### src/rtl/psm_pkg.sv
// ----------------------------------------------------------------------------
// psm_pkg
// Shared types, command codes and sizes for the Piet stack machine executor.
// ----------------------------------------------------------------------------
package psm_pkg;

  localparam int WORD_BITS         = 32;
  localparam int STACK_DEPTH_DEF   = 256;
  localparam int HUE_COUNT         = 6;
  localparam int LIGHT_COUNT       = 3;

  typedef logic [4:0]           op_t;
  typedef logic [WORD_BITS-1:0] word_t;

  localparam op_t OP_NOP  = 5'd0;
  localparam op_t OP_PUSH = 5'd1;
  localparam op_t OP_POP  = 5'd2;
  localparam op_t OP_ADD  = 5'd3;
  localparam op_t OP_SUB  = 5'd4;
  localparam op_t OP_MUL  = 5'd5;
  localparam op_t OP_DIV  = 5'd6;
  localparam op_t OP_MOD  = 5'd7;
  localparam op_t OP_NOT  = 5'd8;
  localparam op_t OP_GT   = 5'd9;
  localparam op_t OP_PTR  = 5'd10;
  localparam op_t OP_SWC  = 5'd11;
  localparam op_t OP_DUP  = 5'd12;
  localparam op_t OP_ROLL = 5'd13;
  localparam op_t OP_INN  = 5'd14;
  localparam op_t OP_INC  = 5'd15;
  localparam op_t OP_OUTN = 5'd16;
  localparam op_t OP_OUTC = 5'd17;

  typedef struct packed {
    logic  start;
    op_t   op;
    word_t a;
    word_t b;
  } alu_ctl_t;

  typedef struct packed {
    logic  done;
    word_t res;
    word_t quot;
    word_t rem;
  } alu_sts_t;

endpackage

### src/rtl/psm_alu.sv
// ----------------------------------------------------------------------------
// psm_alu
// Shared arithmetic unit: combinational add, sub, mul, compare, not, and a
// bit-serial restoring divider giving truncated quotient and floored remainder.
// ----------------------------------------------------------------------------
module psm_alu (
  input  logic              clk,
  input  logic              rst,
  input  psm_pkg::alu_ctl_t ctl,
  input  psm_pkg::word_t    s,
  input  psm_pkg::word_t    t,
  output psm_pkg::alu_sts_t sts
);
  import psm_pkg::*;

  localparam int W  = WORD_BITS;
  localparam int IW = $clog2(W + 1);

  logic          busy;
  logic          done;
  logic [IW-1:0] iter;
  word_t         quo;
  word_t         rem;
  word_t         ub;
  logic          a_neg;
  logic          b_neg;
  logic [W:0]    rem_sh;
  logic [W:0]    diff;
  word_t         rem_out;

  always_comb begin
    rem_sh = {rem, quo[W-1]};
    diff   = rem_sh - {1'b0, ub};
  end

  always_ff @(posedge clk) begin
    if (rst) begin
      busy <= 1'b0;
      done <= 1'b0;
    end else begin
      done <= 1'b0;
      if (ctl.start) begin
        busy  <= 1'b1;
        iter  <= IW'(W);
        quo   <= ctl.a[W-1] ? (~ctl.a + 1'b1) : ctl.a;
        ub    <= ctl.b[W-1] ? (~ctl.b + 1'b1) : ctl.b;
        rem   <= '0;
        a_neg <= ctl.a[W-1];
        b_neg <= ctl.b[W-1];
      end else if (busy) begin
        rem  <= diff[W] ? rem_sh[W-1:0] : diff[W-1:0];
        quo  <= {quo[W-2:0], ~diff[W]};
        iter <= iter - 1'b1;
        if (iter == IW'(1)) begin
          busy <= 1'b0;
          done <= 1'b1;
        end
      end
    end
  end

  always_comb begin
    if (rem == '0) begin
      rem_out = '0;
    end else if (a_neg == b_neg) begin
      rem_out = b_neg ? (~rem + 1'b1) : rem;
    end else begin
      rem_out = b_neg ? (rem - ub) : (ub - rem);
    end
  end

  always_comb begin
    sts.done = done;
    sts.quot = (a_neg ^ b_neg) ? (~quo + 1'b1) : quo;
    sts.rem  = rem_out;
    case (ctl.op)
      OP_ADD:  sts.res = s + t;
      OP_SUB:  sts.res = s - t;
      OP_MUL:  sts.res = W'(s * t);
      OP_GT:   sts.res = ($signed(s) > $signed(t)) ? W'(1) : '0;
      OP_NOT:  sts.res = (t == '0) ? W'(1) : '0;
      default: sts.res = '0;
    endcase
  end

  a_start_nonzero: assert property (@(posedge clk) disable iff (rst)
    ctl.start |-> ctl.b != '0) else $error("divider started with zero divisor");
  a_start_idle: assert property (@(posedge clk) disable iff (rst)
    ctl.start |-> !busy) else $error("divider restarted while busy");
  a_done_idle: assert property (@(posedge clk) disable iff (rst)
    done |-> !busy) else $error("divider done while still iterating");

endmodule

### config.mk
export PLATFORM = sky130hd
export DESIGN_NAME = psm_alu
export DESIGN_NICKNAME = d
export VERILOG_FILES = /design/src/rtl/psm_pkg.sv /design/src/rtl/psm_alu.sv
export SDC_FILE = /design/constraint.sdc
export NUM_CORES = 2
export LEC_CHECK = 0
export BUFFER_PORTS_ARGS = -buffer_cell sky130_fd_sc_hd__buf_2
export CAP_MARGIN = 20
export CORE_MARGIN = 1.5
export CORE_UTILIZATION = 40
export DETAILED_ROUTE_END_ITERATION = 16
export PLACE_DENSITY = 0.64
export SYNTH_ARGS = -nofsm -noshare
export SYNTH_HDL_FRONTEND = slang
export SYNTH_SLANG_ARGS = --single-unit
### constraint.sdc
create_clock -name clk -period 11.34 [get_ports clk]
set_clock_uncertainty 0.1 [all_clocks]
set_input_delay 2.268 -clock clk [delete_from_list [all_inputs] [get_ports clk]]
set_output_delay 2.268 -clock clk [all_outputs]
set_load 0.1 [all_outputs]
==> metrics.cfg <==
[logic_synthesis]
ys_seq_area_share_pct = 10.14
async_reset_ff_share_pct = 0
syn_area_per_cell_um2 = 8.256
netlist_instances = 3780
netlist.area_leader.share_pct = 26.49
synth-seq-cells = 106
synth_fp_nets = 4615
synth_top_area_cell = fa_1
synth_area_mm2 = 0.03121
yosys_warnings = 0
synth-edff-count = 104
synth_common_cells = inv_1, fa_1, nand2_1
synth_flop_cell = edfxtp_1
synth_area_leaders = fa_1, ha_1, edfxtp_1
synth.distinct_cells = 81
synth_most_common_cell = inv_1

[routing]
first_iter_violations = 2124
via_per_inst = 5.566
drt-pass1-iter-count = 8
ant_nets = 0
wirelength_um = 104600
route.vias.total = 28359
wire_per_inst_um = 20.52
drc = 0

[die]
ios = 233
die_h_um = 282.3
die_width_um = 282.3
start_util_pct = 40.35
rows = 102
core_mm2 = 0.07734
die_area_mm2 = 0.07970

[placement]
gp_congestion = 0.9860
dp_hpwl_um = 86280
io_buffers = 232
placed_area_mm2 = 0.03507

[setup_path]
r2r_end = rem[12]$_SDFFCE_PP0P_
worstSetupPathType = in2out
worst_r2r_startpoint = rem[1]$_SDFFCE_PP0P_
arrival_ps = 9170
critPathLaunchType = input pin
critical_path_required_ps = 8970
crit_fanout = 8
regToRegSetupSlack_ps = 6810
reg2reg_depth = 12
critPathCaptureType = primary output

[sta]
maxSlewHeadroom_pct = 34.14
slew_viol_final = 0
tightest_slew_ps = 988.0
holdWs_ps = 422.8
min_period_over_period_pct = 101.8
layout_setup_ws_ps = -200.5
fmax_ghz = 0.08665
setup_viol_count_final = 5
min_period_ps = 11540
grt_setup_unrepaired = yes
finalHoldViolCount = 0

[clocking]
holdBufCountCts = 0
cts_tree = yes
clk_path_buf_depth = 2
clock-root-buffer = clkbuf_16
clk_pin_slew_ps = 80
cts_buffers = 9
h-tree-depth = 3
clock_latency_ps = 370
numClockSinks = 106

[global_route]
grt_max_degree = 96
antenna_found_initial = 11
grt_usage_pct = 26.12
grt_pass1_wl_um = 161700
grt-ovfl-total = 0
grt_pass1_vias = 28249

[min_path]
hold_depth = 1
hp-class = reg2reg
hp-start = busy$_SDFF_PP0_
whs_endpoint = done$_SDFF_PP0_

[final_layout]
area_growth_pct = 14.82
design_area_mm2 = 0.03583
layout-drive-gt1-share_pct = 13.76
nNetsFinal = 4879

[run]
maxCapViolCount = 0

[status]
violations = negative setup slack
status = finished with violations

## worst max-delay path, cell delays in order
cell and delay [ps]:
buf_12 120, buf_12 140, and2_4 130, fa_1 520
inv_1 50, fa_1 520, fa_1 430, fa_1 510
inv_1 60, fa_1 480, fa_1 550, fa_1 430
fa_1 550, ha_4 220, a21o_1 190, a21o_1 150
a21o_1 170, a211oi_2 170, o21bai_1 90, a221o_1 430
a31o_4 260, a21oi_2 120, mux2i_1 180, o211ai_1 160
clkbuf_16 250
## layout make-up
type	count	area, um2
fillers	7605	41510
multi-input cells	2945	25670
inverters	540	2027
clock buffers	9	225.2
diodes	6	15.01
flip-flops and latches	106	3163
clock inverters	7	112.6
repair buffers	442	3318
well taps	1040	1301
## repair_timing
| item | 4_1_cts | 5_1_grt |
|---|---|---|
| buffers inserted | 3 | 5 |
| resized for setup | 36 | 35 |
| cloned | 0 | 1 |
| setup endpoints to repair | 10 | 10 |
| pin swaps | 24 | 31 |
## registers in the layout, summed over array words and instances (netlist names)
name	cells
busy	1
quo	32
ub	32
b_neg	1
a_neg	1
done	1
iter	6
rem	32
## metrics by stage
| step | setup TNS [ps] | std cells | setup WS, ps | util, % |
|---|---|---|---|---|
| floorplan | -623.9 | 3780 | -293.2 | - |
| global placement | -1012 | 5065 | -253.5 | 45.34 |
| finish | -537.0 | 5095 | -200.5 | 46.33 |
| detailed placement | -1251 | 5065 | -295.3 | 45.34 |
| global route | -2086 | 5089 | -331.5 | 46.31 |
| CTS | -277.5 | 5084 | -148.5 | 46.03 |
## layout by cell type (no fill, tap or decap), drive strengths merged, types with 49 or more instances in the layout
cell    count
xnor2     161
and2      282
fa        413
ha        286
nand2     351
a21oi     238
xor2       82
a21o       57
buf       439
nor2      263
edfxtp    104
nand3      49
o21ai     127
inv       538
o31ai      49
nor3       53
## how the worst max path moves through the flow
stage / startpoint / end / slack (ps)
after floorplan: t[4] / sts[94] / -290
after global placement: t[4] / sts[94] / -250
after detailed placement: t[4] / sts[94] / -300
after CTS: t[4] / sts[94] / -150
after global routing: t[2] / sts[94] / -330
final: t[4] / sts[94] / -200
## per-layer routing
layer,wire length [um],GRT usage (%)
met4,3857,8.968
met5,85,0
met3,7209,3.337
met1,44520,35.16
met2,48880,43.16
## logic make-up (layout without fill, tap and decap cells)
family,Yosys count,after routing,share of synthesized area [%]
AND/OR/NAND/NOR,1195,1195,18.94
AO/OA/AOI/OAI,776,776,16.27
buffers and inverters,729,998,8.797
adder cells (fa/ha/maj),699,699,37.96
XOR/XNOR,243,243,6.820
flip-flops,106,106,10.14
multiplexers,32,32,1.079
other,0,6,0
Power is not shown: default switching activity piles up to over one toggle a cycle in this logic, so the estimate is an artifact.
