[src/rtl/psm_pkg.sv]
// ----------------------------------------------------------------------------
// psm_pkg
// Shared types, command codes and sizes for the Piet stack machine executor.
// ----------------------------------------------------------------------------
package psm_pkg;

  localparam int WORD_BITS         = 32;
  localparam int STACK_DEPTH_DEF   = 256;
  localparam int HUE_COUNT         = 6;
  localparam int LIGHT_COUNT       = 3;

  typedef logic [4:0]           op_t;
  typedef logic [WORD_BITS-1:0] word_t;

  localparam op_t OP_NOP  = 5'd0;
  localparam op_t OP_PUSH = 5'd1;
  localparam op_t OP_POP  = 5'd2;
  localparam op_t OP_ADD  = 5'd3;
  localparam op_t OP_SUB  = 5'd4;
  localparam op_t OP_MUL  = 5'd5;
  localparam op_t OP_DIV  = 5'd6;
  localparam op_t OP_MOD  = 5'd7;
  localparam op_t OP_NOT  = 5'd8;
  localparam op_t OP_GT   = 5'd9;
  localparam op_t OP_PTR  = 5'd10;
  localparam op_t OP_SWC  = 5'd11;
  localparam op_t OP_DUP  = 5'd12;
  localparam op_t OP_ROLL = 5'd13;
  localparam op_t OP_INN  = 5'd14;
  localparam op_t OP_INC  = 5'd15;
  localparam op_t OP_OUTN = 5'd16;
  localparam op_t OP_OUTC = 5'd17;

  typedef struct packed {
    logic  start;
    op_t   op;
    word_t a;
    word_t b;
  } alu_ctl_t;

  typedef struct packed {
    logic  done;
    word_t res;
    word_t quot;
    word_t rem;
  } alu_sts_t;

endpackage

[src/rtl/psm_decode.sv]
// ----------------------------------------------------------------------------
// psm_decode
// Command decode from hue and lightness change between two colour codes.
// ----------------------------------------------------------------------------
module psm_decode (
  input  logic [4:0]    current_color,
  input  logic [4:0]    next_color,
  output psm_pkg::op_t  op
);
  import psm_pkg::*;

  logic [1:0] cl, nl;
  logic [4:0] cl6, nl6;
  logic [2:0] ch, nh;
  logic [3:0] hd;
  logic [2:0] ld;
  logic [2:0] hc;
  logic [1:0] lc;

  always_comb begin
    cl = (current_color >= 5'd12) ? 2'd2 : (current_color >= 5'd6) ? 2'd1 : 2'd0;
    nl = (next_color >= 5'd12) ? 2'd2 : (next_color >= 5'd6) ? 2'd1 : 2'd0;
    cl6 = {1'b0, cl, 2'b00} + {2'b00, cl, 1'b0};
    nl6 = {1'b0, nl, 2'b00} + {2'b00, nl, 1'b0};
    ch = 3'(current_color - cl6);
    nh = 3'(next_color - nl6);
    hd = {1'b0, nh} + 4'(HUE_COUNT) - {1'b0, ch};
    hc = (hd >= 4'(HUE_COUNT)) ? 3'(hd - 4'(HUE_COUNT)) : hd[2:0];
    ld = {1'b0, nl} + 3'(LIGHT_COUNT) - {1'b0, cl};
    lc = (ld >= 3'(LIGHT_COUNT)) ? 2'(ld - 3'(LIGHT_COUNT)) : ld[1:0];
    if (current_color < 5'd18 && next_color < 5'd18) begin
      op = {1'b0, hc, 1'b0} + {2'b00, hc} + {3'b000, lc};
    end else begin
      op = OP_NOP;
    end
  end

endmodule

[config.mk]
export PLATFORM = sky130hd
export DESIGN_NAME = psm_decode
export DESIGN_NICKNAME = d
export VERILOG_FILES = /design/src/rtl/psm_pkg.sv /design/src/rtl/psm_decode.sv
export SDC_FILE = /design/constraint.sdc
export NUM_CORES = 1
export LEC_CHECK = 0
export BUFFER_PORTS_ARGS = -buffer_cell sky130_fd_sc_hd__buf_2
export CORE_AREA = 5 5 42 44
export DETAILED_ROUTE_END_ITERATION = 8
export DIE_AREA = 0 0 47 49
export PLACE_DENSITY_LB_ADDON = 0.15
export SETUP_SLACK_MARGIN = 0.1
export SYNTH_ARGS = -nofsm -noshare
export SYNTH_HDL_FRONTEND = slang
export SYNTH_SLANG_ARGS = --single-unit
[constraint.sdc]
create_clock -name vclk -period 4.4
set_input_delay 0.44 -clock vclk [all_inputs]
set_output_delay 0.44 -clock vclk [all_outputs]
set_load 0.01 [all_outputs]
==> results.sh, run 1 <==
export IMPL_viasPerCell=4.78
export IMPL_fin_nets=140
export IMPL_drt_iter0_markers=2
export IMPL_drt_total_wl_mm=1.34
export IMPL_synthCells=74
export IMPL_power_frac_clock_pct=0
export IMPL_cap_violations=0
export IMPL_hold_path_class="input pin to output pin"
export IMPL_cp_slowest_cell="fa_1"
export IMPL_route_vias_total=578
export IMPL_switching_power_uw=163
export IMPL_worst_setup_path_type="input pin to output pin"
export IMPL_nFlopsAndLatches=0
export IMPL_grt_antenna_before_repair=0
export IMPL_rows=14
export IMPL_min_period_ns=4.37
export IMPL_grt_pass1_vias=580
export IMPL_cp_required_ns=3.96
export IMPL_postCtsHoldBufs=0
export IMPL_status="complete, no violations"
export IMPL_finalHoldViolCount=0
export IMPL_ys_types=23
export IMPL_p_leak_nw=0.512
export IMPL_mappedNetlistArea_um2=627
export IMPL_wl_met1_um=614
export IMPL_ir_worst_vdd_uv=397
export IMPL_holdWs_ns=1.45
export IMPL_rsz0062_at_grt="yes"
export IMPL_drtPass1Iterations=2
export IMPL_coreArea_um2=1400
export IMPL_initial_core_util_pct=44.7
export IMPL_slowest_delay_ns=0.47
export IMPL_fmax_mhz=229
export IMPL_dieHeight_um=49
export IMPL_wl_met2_um=662
export IMPL_die_area_um2=2300
export IMPL_cp_start_kind="input pin"
export IMPL_drv_slew=0
export IMPL_worst_pin_slew_ns=0.356
export IMPL_ant_nets=0
export IMPL_grt_pass1_wl_mm=2.27
export IMPL_grt_ovfl_total=0
export IMPL_drive_above_1_share_pct=56.2
export IMPL_io_pin_count=15
export IMPL_path_cells="buf_6 > nand3b_1 > a21o_1 > buf_4 > buf_4 > ha_1 > fa_1 > ha_2 > or3_4 > o21a_1 > fa_1 > ha_2 > fa_2 > xor2_1 > and2_1 > buf_2"
export IMPL_hold_path_depth=5
export IMPL_power_density_nw_per_um2=351
export IMPL_wl_per_cell_um=11.1
export IMPL_p_comb_share_pct=100.0
export IMPL_maxSlewHeadroom_pct=76.3
export IMPL_antenna_cells=0
export IMPL_dp_final_hpwl_mm=1.02
export IMPL_finalCritPeriodShare_pct=99.2
export IMPL_power_frac_seq_pct=0
export IMPL_wl_met3_um=37
export IMPL_nClkBuffers=0
export IMPL_grtUsageTotal_pct=12.2
export IMPL_die_x_um=47
export IMPL_multiInputGateArea_um2=707
export IMPL_fin_util_pct=72.2
export IMPL_cp_arrival_ns=3.93
export IMPL_crit_fanout=4
export IMPL_nFillCells=109
export IMPL_hp_start="current_color[4]"
export IMPL_highest_layer="met4"
export IMPL_grt_max_degree=6
export IMPL_yosysWarnings=0
export IMPL_drcViolationCount=0
export IMPL_seqCellArea_um2=0
export IMPL_area_growth_syn_to_layout_pct=61.5
export IMPL_power_internal_uw=192
export IMPL_port_buffers=15
export IMPL_setup_viol=0
export IMPL_cp_end_kind="output pin"
export IMPL_synth_nets=107
export IMPL_gp_congestion=0.752
export IMPL_sw_frac_of_total_pct=45.9
export IMPL_avgSynthCellArea_um2=8.47
export IMPL_seq_area_frac_synth_pct=0
export IMPL_min_to="op[4]"
-- power groups by stage --
| stage | combinational (mW) | clock (mW) | sequential (mW) |
|---|---|---|---|
| after floorplan | 0.208 | 0 | 0 |
| after global placement | 0.284 | 0 | 0 |
| after detailed placement | 0.290 | 0 | 0 |
| after CTS | 0.327 | 0 | 0 |
| after global routing | 0.401 | 0 | 0 |
| final | 0.356 | 0 | 0 |
-- cells in the mapped netlist --
| master | n | share of area [%] |
|---|---|---|
| ha_1 | 19 | 38 |
| inv_1 | 11 | 6.6 |
| nor2_1 | 5 | 3.0 |
| a21oi_1 | 4 | 3.2 |
| and2_1 | 4 | 4.0 |
| fa_1 | 4 | 13 |
| xor2_1 | 4 | 5.6 |
| a21o_1 | 3 | 3.6 |
| mux2_2 | 2 | 3.6 |
| nand2_1 | 2 | 1.2 |
| or3_1 | 2 | 2.0 |
| or4b_1 | 2 | 3.2 |
| xnor2_1 | 2 | 2.8 |
| nand2b_1 | 1 | 1.0 |
| nand3b_1 | 1 | 1.2 |
| nor2b_1 | 1 | 1.0 |
| nor3_1 | 1 | 0.80 |
| o21a_1 | 1 | 1.2 |
| o21ai_0 | 1 | 0.80 |
| o21ai_1 | 1 | 0.80 |
| o21ai_2 | 1 | 1.4 |
| o31a_1 | 1 | 1.4 |
| or2_2 | 1 | 1.0 |
-- what timing repair did --
item	4_1_cts	5_1_grt
gates resized for setup	26	12
pin swaps	11	10
setup endpoints to repair	3	2
buffers inserted	2	0
cloned	0	0
-- worst max path at each step --
stage                           startpoint  endpoint  cells after the start
after global routing      current_color[3]     op[3]                     20
after floorplan              next_color[3]     op[3]                     16
after global placement       next_color[1]     op[3]                     19
final                     current_color[3]     op[3]                     16
after detailed placement     next_color[1]     op[3]                     19
after CTS                    next_color[1]     op[3]                     19
-- critical path, delay by kind of cell --
kind,cells,cell delay [ns]
fa+ha+maj,6,1.86
simple gates,3,0.65
xor+xnor,1,0.15
compound gates,2,0.33
buf+inv,4,0.48
-- stage by stage --
step	instance area, µm²	TNS [ns]	instances	power, mW	setup WS (ns)
detailed placement	832	-0.388	119	0.290	-0.235
global route	1010	-0.104	121	0.401	-0.0778
CTS	958	-0.0226	121	0.327	-0.0226
global placement	832	-0.336	119	0.284	-0.222
finish	1010	0	121	0.356	0.0337
floorplan	632	0	74	0.208	0.111
-- kinds of logic (layout without fill, tap and decap cells) --
group                    count (synthesis)  in the layout  share of synthesized area (%)
buffers and inverters                   11             42                           6.59
XOR/XNOR                                 6              6                           8.38
AND/OR/NAND/NOR                         20             20                           18.4
adder cells (fa/ha/maj)                 23             23                           50.7
multiplexers                             2              2                           3.59
AO/OA/AOI/OAI                           12             12                           12.4
-- final cells by class --
cell class | instances | area share, %
Tap cell | 16 | 1.98
Timing Repair Buffer | 31 | 23.9
Multi-Input combinational cell | 63 | 69.8
Inverter | 11 | 4.33
-- per-layer routing --
layer | global-route usage, % | up-vias
met2 | 20.4 | 9
li1 | - | 310
met1 | 18.4 | 257
met3 | 0 | 2
met5 | 0 | -
met4 | 0 | 0
-- cell usage in the layout, fill, tap and decap left out --
cell and instances:
xor2_1 3, nor2_1 2, o21a_1 1, buf_4 18
ha_2 3, and2_4 1, xnor2_1 2, or3_4 1
nand3b_1 1, a21oi_1 4, inv_4 1, nand2b_1 1
ha_4 5, nand2_2 1, or3_1 1, buf_8 1
inv_1 5, nor2b_1 1, o31a_1 1, fa_2 2
nor2_2 1, fa_1 2, buf_6 5, o21ai_2 1
or4b_1 1, or2_2 1, o21ai_0 1, buf_2 7
and2_1 3, o21ai_1 1, inv_2 5, nor2_4 2
nor3_1 1, a21o_1 3, or4b_4 1, mux2_4 2
xor2_2 1, nand2_1 1, ha_1 11
(Power assumes the default switching activity.)
==> run 2, diff against run 1 <==
--- a/config.mk
+++ b/config.mk
@@ -6,11 +6,13 @@
 export NUM_CORES = 1
 export LEC_CHECK = 0
 export BUFFER_PORTS_ARGS = -buffer_cell sky130_fd_sc_hd__buf_2
+export CAP_MARGIN = 10
 export CORE_AREA = 5 5 42 44
 export DETAILED_ROUTE_END_ITERATION = 8
 export DIE_AREA = 0 0 47 49
 export PLACE_DENSITY_LB_ADDON = 0.15
 export SETUP_SLACK_MARGIN = 0.1
+export SLEW_MARGIN = 20
 export SYNTH_ARGS = -nofsm -noshare
 export SYNTH_HDL_FRONTEND = slang
 export SYNTH_SLANG_ARGS = --single-unit
==> constraint.sdc (replaced) <==
create_clock -name vclk -period 4.4
set_input_delay 0.88 -clock vclk [all_inputs]
set_output_delay 0.88 -clock vclk [all_outputs]
set_load 0.01 [all_outputs]
==> results.sh, run 2 (synthesized netlist as in run 1, its figures left out) <==
export IMPL_status="finished, violations left"
export IMPL_violations="negative setup slack"
export IMPL_grt_use_met2_pct=22.2
export IMPL_top_usage_layer="met2"
export IMPL_postCtsHoldBufs=0
export IMPL_finalHoldViolCount=0
export IMPL_grt_ovfl_total=0
export IMPL_cp_end_kind="output pin"
export IMPL_grt_antenna_before_repair=0
export IMPL_cp_start_kind="input pin"
export IMPL_drt_iter0_markers=7
export IMPL_coreArea_um2=1400
export IMPL_grtUsageTotal_pct=12.8
export IMPL_hold_path_class="input pin to output pin"
export IMPL_finalCritPeriodShare_pct=119
export IMPL_rows=14
export IMPL_p_total_uw=445
export IMPL_cp_required_ns=3.52
export IMPL_setup_slack_ns=-0.848
export IMPL_fin_nets=142
export IMPL_grtUsageMet1_pct=17.5
export IMPL_maxSlewHeadroom_pct=69.8
export IMPL_nFlopsAndLatches=0
export IMPL_wl_per_cell_um=12.6
export IMPL_grt_max_degree=8
export IMPL_drcViolationCount=0
export IMPL_cp_arrival_ns=4.37
export IMPL_port_buffers=15
export IMPL_grt_pass1_wl_mm=2.31
export IMPL_crit_fanout=4
export IMPL_ant_nets=0
export IMPL_viasPerCell=4.99
export IMPL_route_vias_total=614
export IMPL_dieHeight_um=49
export IMPL_fmax_mhz=191
export IMPL_setup_viol=4
export IMPL_final_cell_mix="buf_4 (17), ha_1 (10), buf_2 (8)"
export IMPL_min_period_ns=5.25
export IMPL_nClkBuffers=0
export IMPL_antenna_cells=0
export IMPL_final_common_cell="buf_4"
export IMPL_rsz0062_at_grt="yes"
export IMPL_power_density_nw_per_um2=412
export IMPL_drive_above_1_share_pct=62.6
export IMPL_cap_violations=0
export IMPL_worst_setup_path_type="input pin to output pin"
export IMPL_grt_pass1_vias=554
export IMPL_seqCellArea_um2=0
export IMPL_drv_slew=0
export IMPL_io_pin_count=15
export IMPL_worst_pin_slew_ns=0.449
export IMPL_drtPass1Iterations=4
export IMPL_holdWs_ns=2.32
export IMPL_initial_core_util_pct=44.7
export IMPL_ir_worst_vdd_uv=362
export IMPL_die_area_um2=2300
export IMPL_gp_congestion=0.757
export IMPL_dp_final_hpwl_mm=1.16
export IMPL_groute_layer_met3_usage_pct=0.738
export IMPL_die_x_um=47
export IMPL_drt_total_wl_mm=1.55
export IMPL_area_growth_syn_to_layout_pct=72.5
export IMPL_p_leak_nw=0.540
run 2: cell count changes in the layout (fill, tap and decap cells not counted), moves of 2 or more:
cell / change
a21oi_1: -2
a21oi_2: +2
and2_1: -2
and2_4: +2
run 2: critical path, stage by stage:
cell	delay, ns
buf_2	0.12
nand2b_1	0.14
a21o_1	0.19
inv_2	0.08
ha_4	0.20
inv_4	0.05
ha_4	0.18
inv_2	0.06
ha_4	0.12
inv_2	0.03
fa_2	0.55
nand2_2	0.06
mux2_4	0.27
inv_2	0.07
fa_1	0.42
ha_2	0.20
fa_2	0.34
xor2_1	0.15
and2_4	0.16
buf_6	0.11
run 2: report_power, final:
part / leakage (nW) / total [mW] / switching [mW] / internal, mW
logic: 0.540 / 0.445 / 0.193 / 0.252
clock network: 0 / 0 / 0 / 0
registers: 0 / 0 / 0 / 0
run 2: worst paths after layout:
path / startpoint / to / slack, ns / depth (start not counted)
setup / recovery: current_color[2] / op[3] / -0.85 / 20
hold / removal: next_color[1] / op[3] / 2.32 / 5
run 2: what timing repair did:
item                       CTS  global route
setup endpoints to repair    5             5
pin swaps                   13            12
setup buffers                3             3
gates resized for setup     16            18
run 2: routing by layer:
metal | up-vias | part of all wire, %
li1 | 314 | -
met1 | 286 | 40
met2 | 12 | 55
met3 | 2 | 3.9
met4 | 0 | 0.58
met5 | - | 0
run 2: cell type report:
| cell class | count | area, µm² |
|---|---|---|
| fill | 106 | 320 |
| timing repair buffer | 33 | 274 |
| multi-input combinational | 63 | 743 |
| inverter | 11 | 43.8 |
| tap | 16 | 20.0 |
run 2: through the flow:
| step | instances | setup WS, ns | cell area (µm²) | util, % | setup TNS (ns) |
|---|---|---|---|---|---|
| 6_report | 123 | -0.848 | 1080 | 77.1 | -2.95 |
| 5_1_grt | 123 | -0.957 | 1080 | 77.1 | -3.40 |
| 4_1_cts | 121 | -0.857 | 986 | 70.4 | -2.87 |
| 3_5_place_dp | 118 | -0.979 | 902 | 64.4 | -3.20 |
| 3_3_place_gp | 118 | -0.921 | 902 | 64.4 | -2.97 |
| 2_1_floorplan | 74 | -0.566 | 709 | - | -1.55 |
==> run 3, diff against run 2 <==
--- a/config.mk
+++ b/config.mk
@@ -5,6 +5,7 @@
 export SDC_FILE = /design/constraint.sdc
 export NUM_CORES = 1
 export LEC_CHECK = 0
+export ABC_AREA = 1
 export BUFFER_PORTS_ARGS = -buffer_cell sky130_fd_sc_hd__buf_2
 export CAP_MARGIN = 10
 export CORE_AREA = 5 5 42 44
==> results.sh, run 3 <==
export IMPL_setup_viol=5
export IMPL_antenna_cells=0
export IMPL_synthCells=101
export IMPL_cp_arrival_ns=4.35
export IMPL_drive_above_1_share_pct=64.6
export IMPL_p_total_uw=712
export IMPL_rows=14
export IMPL_hold_path_class="input pin to output pin"
export IMPL_ys_types=14
export IMPL_fin_util_pct=92.1
export IMPL_area_growth_syn_to_layout_pct=95.6
export IMPL_setup_slack_ns=-0.827
export IMPL_grt_ovfl_total=0
export IMPL_cp_required_ns=3.52
export IMPL_synth_top_area_share_pct=36.1
export IMPL_mappedNetlistArea_um2=659
export IMPL_initial_core_util_pct=47.1
export IMPL_worst_setup_path_type="input pin to output pin"
export IMPL_yosys_top_cells_area="ha_1 (36%), inv_1 (14%), nand2_1 (13%)"
export IMPL_grt_antenna_before_repair=0
export IMPL_cap_violations=0
export IMPL_ant_nets=0
export IMPL_drcViolationCount=0
export IMPL_maxSlewHeadroom_pct=79.1
export IMPL_synth_common_cells="inv_1 (25), nand2_1 (23), ha_1 (19)"
export IMPL_netlist_top_cell_by_area="ha_1"
export IMPL_crit_fanout=2
export IMPL_cp_end_kind="output pin"
export IMPL_status="finished, violations left"
export IMPL_finalHoldViolCount=0
export IMPL_drt_iter0_markers=25
export IMPL_avgSynthCellArea_um2=6.53
export IMPL_nFillCells=50
export IMPL_io_pin_count=15
export IMPL_fin_nets=182
export IMPL_gp_congestion=0.790
export IMPL_nClkBuffers=0
export IMPL_grt_pass1_vias=767
export IMPL_yosysMostFrequentCell="inv_1"
export IMPL_hp_start="next_color[4]"
export IMPL_finalCritPeriodShare_pct=119
export IMPL_die_area_um2=2300
export IMPL_nFlopsAndLatches=0
export IMPL_cp_slowest_cell="fa_2"
export IMPL_wl_per_cell_um=15.1
export IMPL_final_common_cell="buf_4"
export IMPL_ir_worst_vdd_uv=284
export IMPL_violations="negative setup slack"
export IMPL_drv_slew=0
export IMPL_path_cells="buf_8 > inv_1 > o211ai_1 > inv_2 > ha_4 > ha_4 > inv_2 > ha_4 > inv_2 > fa_2 > nand2_2 > nand2_2 > o21ai_2 > inv_2 > fa_2 > ha_4 > fa_2 > inv_2 > nor2_4 > buf_6"
export IMPL_worst_pin_slew_ns=0.310
export IMPL_grt_pass1_wl_mm=2.90
export IMPL_dieHeight_um=49
export IMPL_fmax_mhz=191
export IMPL_synth_nets=134
export IMPL_p_leak_nw=0.658
export IMPL_drt_total_wl_mm=2.46
export IMPL_dp_final_hpwl_mm=1.28
export IMPL_final_cell_mix="buf_4 (31), nand2_1 (16), inv_1 (13)"
export IMPL_seqCellArea_um2=0
export IMPL_port_buffers=15
export IMPL_cpMostUsedCell="inv_2"
export IMPL_rsz0062_at_grt="yes"
export IMPL_route_vias_total=842
export IMPL_slowest_delay_ns=0.58
export IMPL_crit_start="next_color[3]"
export IMPL_viasPerCell=5.17
export IMPL_grtUsageTotal_pct=16.1
export IMPL_power_density_nw_per_um2=552
export IMPL_die_x_um=47
export IMPL_multiInputGateArea_um2=815
export IMPL_coreArea_um2=1400
export IMPL_yosysWarnings=0
export IMPL_cp_num_buf_inv=8
export IMPL_drtPass1Iterations=4
export IMPL_min_period_ns=5.23
export IMPL_seq_area_frac_synth_pct=0
export IMPL_cpLargestDelayFamily="adder cells"
export IMPL_cp_start_kind="input pin"
export IMPL_grt_max_degree=6
[run 3: cell count changes after synthesis, sizes merged, moves of 2 or more]
cell | previous run | this run
a21o | 3 | 0
and2 | 4 | 0
inv | 11 | 25
mux2 | 2 | 0
nand2 | 2 | 24
nand3 | 0 | 6
nor2 | 5 | 11
or3 | 2 | 0
or4b | 2 | 0
xor2 | 4 | 2
[run 3: kinds of logic after synthesis]
family                   share of synthesized area [%]
AND/OR/NAND/NOR                                   24.9
buffers and inverters                             14.2
adder cells (fa/ha/maj)                           48.2
AO/OA/AOI/OAI                                     6.07
XOR/XNOR                                          6.64
[run 3: area by class of cell]
class,count,area share (%)
inverter,25,7.27
multi-input combinational,76,63.1
tap,16,1.55
timing repair buffer,46,28.0
[run 3: final timing paths]
check    end  slack [ns]  cells past startpoint
max    op[2]       -0.83                     20
min    op[2]        2.24                      5
[run 3: layer usage]
metal  vias up  track usage [%]  wire length (µm)
met5         -                0                 0
met2        38             33.5              1410
met3         8                0               126
met1       398             17.0               848
li1        398                -                 -
met4         0             1.38                72
[run 3: what timing repair did]
item | CTS | global route
resized for setup | 32 | 25
hold buffers | 0 | 0
setup buffers | 8 | 1
pin swaps | 12 | 12
setup endpoints to repair | 4 | 5
[run 3: metrics by stage]
| stage | worst slack [ns] | instances | hold slack [ns] | cell area, µm² | TNS, ns |
|---|---|---|---|---|---|
| 2_1_floorplan | -0.436 | 101 | 1.98 | 709 | -0.985 |
| 3_3_place_gp | -0.764 | 155 | 2.27 | 977 | -2.31 |
| 3_5_place_dp | -0.838 | 155 | 2.27 | 977 | -2.62 |
| 4_1_cts | -0.736 | 162 | 2.21 | 1160 | -2.22 |
| 5_1_grt | -0.951 | 163 | 2.28 | 1290 | -3.54 |
| 6_report | -0.827 | 163 | 2.24 | 1290 | -2.91 |
[run 3: power breakdown]
part / internal (mW) / switching [mW] / leakage [nW]
registers: 0 / 0 / 0
logic: 0.373 / 0.339 / 0.658
clock network: 0 / 0 / 0
total: 0.373 / 0.339 / 0.658
